File: src/design/pslr_pkg.sv
// pslr_pkg: shared types, constants and helpers of the sample-slot registrar.
// Used by every module; depends on nothing.

package pslr_pkg;

   // slot table geometry
   localparam int MAX_SLOTS = 128;
   localparam int SlotW     = $clog2(MAX_SLOTS);
   localparam int SlotCntW  = $clog2(MAX_SLOTS + 1);

   // pitch and allocation constants
   localparam logic [15:0] BASE_FREQ     = 16'd44100;
   localparam logic [19:0] MEM_LIMIT     = 20'h7F800;
   localparam logic [19:0] POINTER_RESET = 20'd11304;
   localparam logic [15:0] MIN_RATE      = 16'd172;
   localparam logic [7:0]  LEVEL_DEFAULT = 8'd7;
   localparam logic [16:0] FRAMES_PAL    = 17'd50;
   localparam logic [16:0] FRAMES_NTSC   = 17'd60;

   // shared divider geometry
   localparam int DivW      = 26;
   localparam int DivisorW  = 17;
   localparam int DivCntW   = 5;
   localparam logic [DivCntW-1:0] ITERS_OCT = 5'd16;
   localparam logic [DivCntW-1:0] ITERS_FNS = 5'd26;
   localparam logic [DivCntW-1:0] ITERS_BPF = 5'd17;

   typedef enum logic [2:0] {
      FUNC_LOAD16 = 3'd0,
      FUNC_LOAD8  = 3'd1,
      FUNC_PLAY   = 3'd2,
      FUNC_CHANGE = 3'd3,
      FUNC_CEASE  = 3'd4
   } func_type;

   typedef enum logic [1:0] {
      STATUS_OK         = 2'd0,
      STATUS_MEM_FULL   = 2'd1,
      STATUS_TABLE_FULL = 2'd2,
      STATUS_RATE_LOW   = 2'd3
   } status_type;

   typedef enum logic [3:0] {
      S_IDLE,
      S_CHECK,
      S_DIV_OCT,
      S_START_FNS,
      S_DIV_FNS,
      S_DIV_BPF,
      S_WRITE,
      S_MODIFY,
      S_RESP
   } state_type;

   typedef struct packed {
      logic [19:0] address;
      logic [14:0] pitch;
      logic [19:0] length;
      logic [11:0] frame_bytes;
      logic        eight_bit;
      logic [7:0]  loop_mode;
      logic [7:0]  level;
      logic [7:0]  pan;
      logic        permit;
   } entry_type;

   typedef struct packed {
      func_type    func;
      logic [6:0]  slot;
      logic [19:0] byte_count;
      logic [15:0] rate_hz;
      logic [7:0]  loop_request;
      logic [7:0]  volume_request;
      logic [7:0]  pan_request;
   } cmd_type;

   typedef struct packed {
      status_type status;
      logic [6:0] slot_out;
      entry_type  entry;
   } result_type;

   typedef struct packed {
      logic                start;
      logic [DivW-1:0]     dividend;
      logic [DivisorW-1:0] divisor;
      logic [DivCntW-1:0]  iters;
   } div_req_type;

   typedef struct packed {
      logic            done;
      logic [DivW-1:0] quotient;
   } div_rsp_type;

   // number of significant bits of an 8-bit value
   function automatic logic [3:0] bit_length8(input logic [7:0] v);
      logic [3:0] n;
      n = 4'd0;
      for (int i = 0; i < 8; i++) begin
         if (v[i]) begin
            n = 4'(i + 1);
         end
      end
      return n;
   endfunction

endpackage

File: src/design/pslr_div.sv
// pslr_div: shared restoring divider, one quotient bit per cycle.
// Depends on pslr_pkg; dividend arrives left-aligned to the iteration count.

module pslr_div
   import pslr_pkg::*;
(
   input  logic        clock,
   input  logic        reset,
   input  div_req_type div_req,
   output div_rsp_type div_rsp
);

   logic                busy_ff,    busy_in;
   logic                done_ff,    done_in;
   logic [DivCntW-1:0]  count_ff,   count_in;
   logic [DivisorW-1:0] rem_ff,     rem_in;
   logic [DivW-1:0]     quo_ff,     quo_in;
   logic [DivisorW-1:0] divisor_ff, divisor_in;

   logic [DivisorW:0]   partial;
   logic [DivisorW:0]   trial;

   always_comb begin
      partial    = {rem_ff, quo_ff[DivW-1]};
      trial      = partial - {1'b0, divisor_ff};
      busy_in    = busy_ff;
      done_in    = 1'b0;
      count_in   = count_ff;
      rem_in     = rem_ff;
      quo_in     = quo_ff;
      divisor_in = divisor_ff;
      if (div_req.start) begin
         busy_in    = 1'b1;
         count_in   = div_req.iters;
         rem_in     = '0;
         quo_in     = div_req.dividend;
         divisor_in = div_req.divisor;
      end else if (busy_ff) begin
         // borrow out of the trial subtract means the bit is zero
         if (trial[DivisorW]) begin
            rem_in = partial[DivisorW-1:0];
         end else begin
            rem_in = trial[DivisorW-1:0];
         end
         quo_in   = {quo_ff[DivW-2:0], ~trial[DivisorW]};
         count_in = count_ff - 1'b1;
         if (count_ff == DivCntW'(1)) begin
            busy_in = 1'b0;
            done_in = 1'b1;
         end
      end
   end

   always_ff @(posedge clock) begin
      if (reset) begin
         busy_ff  <= 1'b0;
         done_ff  <= 1'b0;
         count_ff <= '0;
      end else begin
         busy_ff  <= busy_in;
         done_ff  <= done_in;
         count_ff <= count_in;
      end
      rem_ff     <= rem_in;
      quo_ff     <= quo_in;
      divisor_ff <= divisor_in;
   end

   assign div_rsp.done     = done_ff;
   assign div_rsp.quotient = quo_ff;

endmodule

File: config.mk
export PLATFORM = sky130hd
export DESIGN_NAME = pslr_div
export DESIGN_NICKNAME = d
export VERILOG_FILES = /design/src/design/pslr_pkg.sv /design/src/design/pslr_div.sv
export SDC_FILE = /design/constraint.sdc
export NUM_CORES = 1
export LEC_CHECK = 0
export BUFFER_PORTS_ARGS = -buffer_cell sky130_fd_sc_hd__buf_2
export CORE_MARGIN = 5
export CORE_UTILIZATION = 55
export DETAILED_ROUTE_END_ITERATION = 10
export GPL_TIMING_DRIVEN = 0
export PLACE_DENSITY_LB_ADDON = 0.05
export REMOVE_ABC_BUFFERS = 1
export SYNTH_ARGS = -nofsm -noshare
export SYNTH_HDL_FRONTEND = slang
export SYNTH_SLANG_ARGS = --single-unit
File: constraint.sdc
create_clock -name clock -period 2.9 [get_ports clock]
set_clock_uncertainty 0.05 [all_clocks]
set_input_delay 0.145 -clock clock [delete_from_list [all_inputs] [get_ports clock]]
set_output_delay 0.145 -clock clock [all_outputs]
set_load 0.01 [all_outputs]
==> results.sh <==
export IMPL_clockPowerShare_pct=29.3
export IMPL_syn_inst=337
export IMPL_p_per_area_mw_per_mm2=512
export IMPL_min_to="quo_ff[10]$_DFFE_PP_"
export IMPL_dr_first_iter_drc_count=109
export IMPL_via_per_inst=5.42
export IMPL_grt_setup_unrepaired="yes"
export IMPL_final_cell_mix="76 x buf_2, 43 x edfxtp_1, 29 x nor2_1"
export IMPL_clk_pin_slew_ns=0.08
export IMPL_switchingPower_uw=684
export IMPL_slew_limit_headroom_pct=31.2
export IMPL_drcViolationCount=0
export IMPL_status="finished clean"
export IMPL_whs_path_depth=2
export IMPL_cts_root_buf="clkbuf_8"
export IMPL_routed_wl_um=7660
export IMPL_dpl_hpwl_um=5030
export IMPL_r2r_slack_ns=0.17
export IMPL_synth_area_sq_mm=0.00365
export IMPL_hold_viol=0
export IMPL_reg2reg_depth=10
export IMPL_boundaryPins=78
export IMPL_clock_sinks=67
export IMPL_p_comb_share_pct=21.6
export IMPL_rows=29
export IMPL_worst_pin_slew_ns=1.03
export IMPL_post_drt_wl_per_cell_um=14.6
export IMPL_ys_ff_latch=67
export IMPL_async_flop_share_pct=0
export IMPL_ys_flop_type="edfxtp_1"
export IMPL_cts_tree="built"
export IMPL_gp_congestion=0.870
export IMPL_syn_to_final_growth_pct=25.6
export IMPL_grtUsageTotal_pct=18.8
export IMPL_io_buffers=77
export IMPL_vdd_drop_max_uv=423
export IMPL_grt_pass1_wl_um=12800
export IMPL_grt_max_degree=68
export IMPL_drive_above_1_share_pct=29.6
export IMPL_critical_path_arrival_ns=2.94
export IMPL_die_w_um=91.4
export IMPL_first_pass_iters=4
export IMPL_diodes=0
export IMPL_end_kind="flop"
export IMPL_antenna_found_initial=0
export IMPL_vias=2834
export IMPL_ys_seq_area_share_pct=48.6
export IMPL_dpl_cell_area_sq_mm=0.00405
export IMPL_fin_crit_sh_pct=94.3
export IMPL_htreeDepth=3
export IMPL_start_util_pct=57.1
export IMPL_min_period_ns=2.73
export IMPL_ctsLongestPathBuffers=2
export IMPL_layout_commonest_cell="buf_2"
export IMPL_crit_path_start_kind="flop"
export IMPL_p_int_mw=1.66
export IMPL_first_global_vias=2737
export IMPL_min_from="div_req[32]"
export IMPL_synth_edff_count=43
export IMPL_die_h_um=91.4
export IMPL_fin_nets=512
export IMPL_nFillCells=506
export IMPL_seq_power_share_pct=49.2
export IMPL_final_cell_area_sq_mm=0.00458
export IMPL_core_region_area_sq_mm=0.00639
export IMPL_numCtsBuffers=9
export IMPL_synth_avg_cell_area_sq_um=10.8
export IMPL_finalSetupTns_ns=0
export IMPL_hold_path_class="in2reg"
export IMPL_slew_violations=0
export IMPL_insertion_delay_ns=0.35
export IMPL_ant_nets=0
export IMPL_crit_fanout=3
export IMPL_switching_share_pct=29.2
export IMPL_setup_viol=0
export IMPL_r2r_end="rem_ff[16]$_SDFFE_PP0P_"
export IMPL_die_area_sq_mm=0.00836
export IMPL_cp_required_ns=3.11
export IMPL_max_freq_mhz=366
export IMPL_ys_types=53
export IMPL_synth_warnings=0
export IMPL_r2r_start="quo_ff[25]$_DFFE_PP_"
export IMPL_critical_path_class="reg2reg"
export IMPL_maxCapViolCount=0
export IMPL_overflow=0
export IMPL_p_leak_nw=1.94
-- worst max-delay path: stages, from the launching register on --
cell and delay [ns]:
edfxtp_1 0.35, inv_1 0.06, ha_1 0.23, fa_2 0.35, nand2b_1 0.20, a21oi_2 0.22
nor4_1 0.09, a311oi_2 0.41, mux2i_1 0.28, o2111ai_2 0.14, a311oi_1 0.27
-- final cells by class --
| class | instances | area, sq um | share of cell area [%] |
|---|---|---|---|
| Clock buffer | 9 | 124 | 2.70 |
| Clock inverter | 7 | 43.8 | 0.956 |
| Inverter | 24 | 90.1 | 1.97 |
| Multi-Input combinational cell | 231 | 1730 | 37.7 |
| Sequential cell | 67 | 1770 | 38.7 |
| Tap cell | 77 | 96.3 | 2.10 |
| Timing Repair Buffer | 108 | 726 | 15.8 |
-- worst max-delay path by stage --
| stage | cells after the start | end | slack (ns) | start |
|---|---|---|---|---|
| finish | 10 | rem_ff[16]$_SDFFE_PP0P_ | 0.17 | quo_ff[25]$_DFFE_PP_ |
| global route | 2 | quo_ff[5]$_DFFE_PP_ | -0.008 | busy_ff$_SDFF_PP0_ |
| CTS | 10 | rem_ff[16]$_SDFFE_PP0P_ | 0.13 | quo_ff[25]$_DFFE_PP_ |
| detailed placement | 3 | quo_ff[1]$_DFFE_PP_ | -0.23 | div_req[48] |
| global placement | 9 | rem_ff[16]$_SDFFE_PP0P_ | -0.16 | divisor_ff[1]$_DFFE_PP_ |
| floorplan | 9 | rem_ff[16]$_SDFFE_PP0P_ | 0.25 | quo_ff[25]$_DFFE_PP_ |
-- kinds of logic after synthesis --
kind of cell / Yosys count / share of synthesized area [%]
AND/OR/NAND/NOR: 82 / 11.2
AO/OA/AOI/OAI: 75 / 13.6
flip-flops: 67 / 48.6
buffers and inverters: 39 / 4.50
multiplexers: 38 / 11.3
adder cells (fa/ha/maj): 20 / 7.07
XOR/XNOR: 16 / 3.84
-- per-stage QoR --
stage | hold WS (ns) | worst slack [ns] | util, % | cells | power, mW
detailed placement | 0.273 | -0.228 | 63.5 | 476 | 1.63
floorplan | 0.167 | 0.248 | - | 322 | 1.48
global route | 0.0250 | -0.00754 | 71.7 | 523 | 2.47
CTS | 0.0272 | 0.128 | 71.4 | 522 | 2.36
finish | 0.0436 | 0.166 | 71.7 | 523 | 2.34
global placement | 0.271 | -0.160 | 63.5 | 476 | 1.62
-- cell usage after synthesis (4+ instances only) --
master / number / share of area (%)
nand2b_1: 6 / 1.0
inv_1: 24 / 2.5
nor3_1: 6 / 0.82
xor2_1: 8 / 1.9
a21oi_1: 23 / 3.2
a211oi_1: 7 / 1.4
nand3_1: 5 / 0.69
a21o_1: 6 / 1.2
mux2_2: 25 / 7.7
xnor2_1: 8 / 1.9
mux2i_1: 13 / 3.6
dfxtp_1: 24 / 13
clkbuf_1: 8 / 0.82
nand2_1: 20 / 2.1
ha_1: 19 / 6.5
a31oi_1: 4 / 0.69
o211ai_1: 4 / 0.82
o21ai_0: 11 / 1.5
edfxtp_1: 43 / 35
nor2_1: 29 / 3.0
-- metal layers --
metal  wire, um  share of wire (%)  vias to the layer above  global-route usage, %
met5          0                  0                        -                      0
met3        445                5.8                       12                   6.03
met1       3460                 45                     1309                   23.8
met4        101                1.3                        0                   5.13
li1           -                  -                     1435                      -
met2       3650                 48                       78                   30.9
-- repair_timing --
action                                  in CTS  in global routing
endpoints found under the setup margin      14                  7
pin swaps                                    1                  2
gates cloned                                 0                  0
gates resized for setup                      1                  3
hold endpoints to repair                    23                  0
setup buffers                                3                  1
hold buffers                                27                  0
-- power by group through the flow --
stage               logic (mW)  registers [mW]  clock network (mW)
finish                   0.506            1.15               0.686
global route             0.561            1.17               0.747
CTS                      0.503            1.15               0.707
detailed placement       0.457            1.17                   0
global placement         0.445            1.17                   0
floorplan                0.292            1.19                   0
-- flip-flops by register name, summed over array words and instances, names as in the netlist --
name and count:
quo_ff 26, divisor_ff 17, rem_ff 17, count_ff 5, busy_ff 1, done_ff 1
No activity file was read; power rests on OpenSTA's default activity.
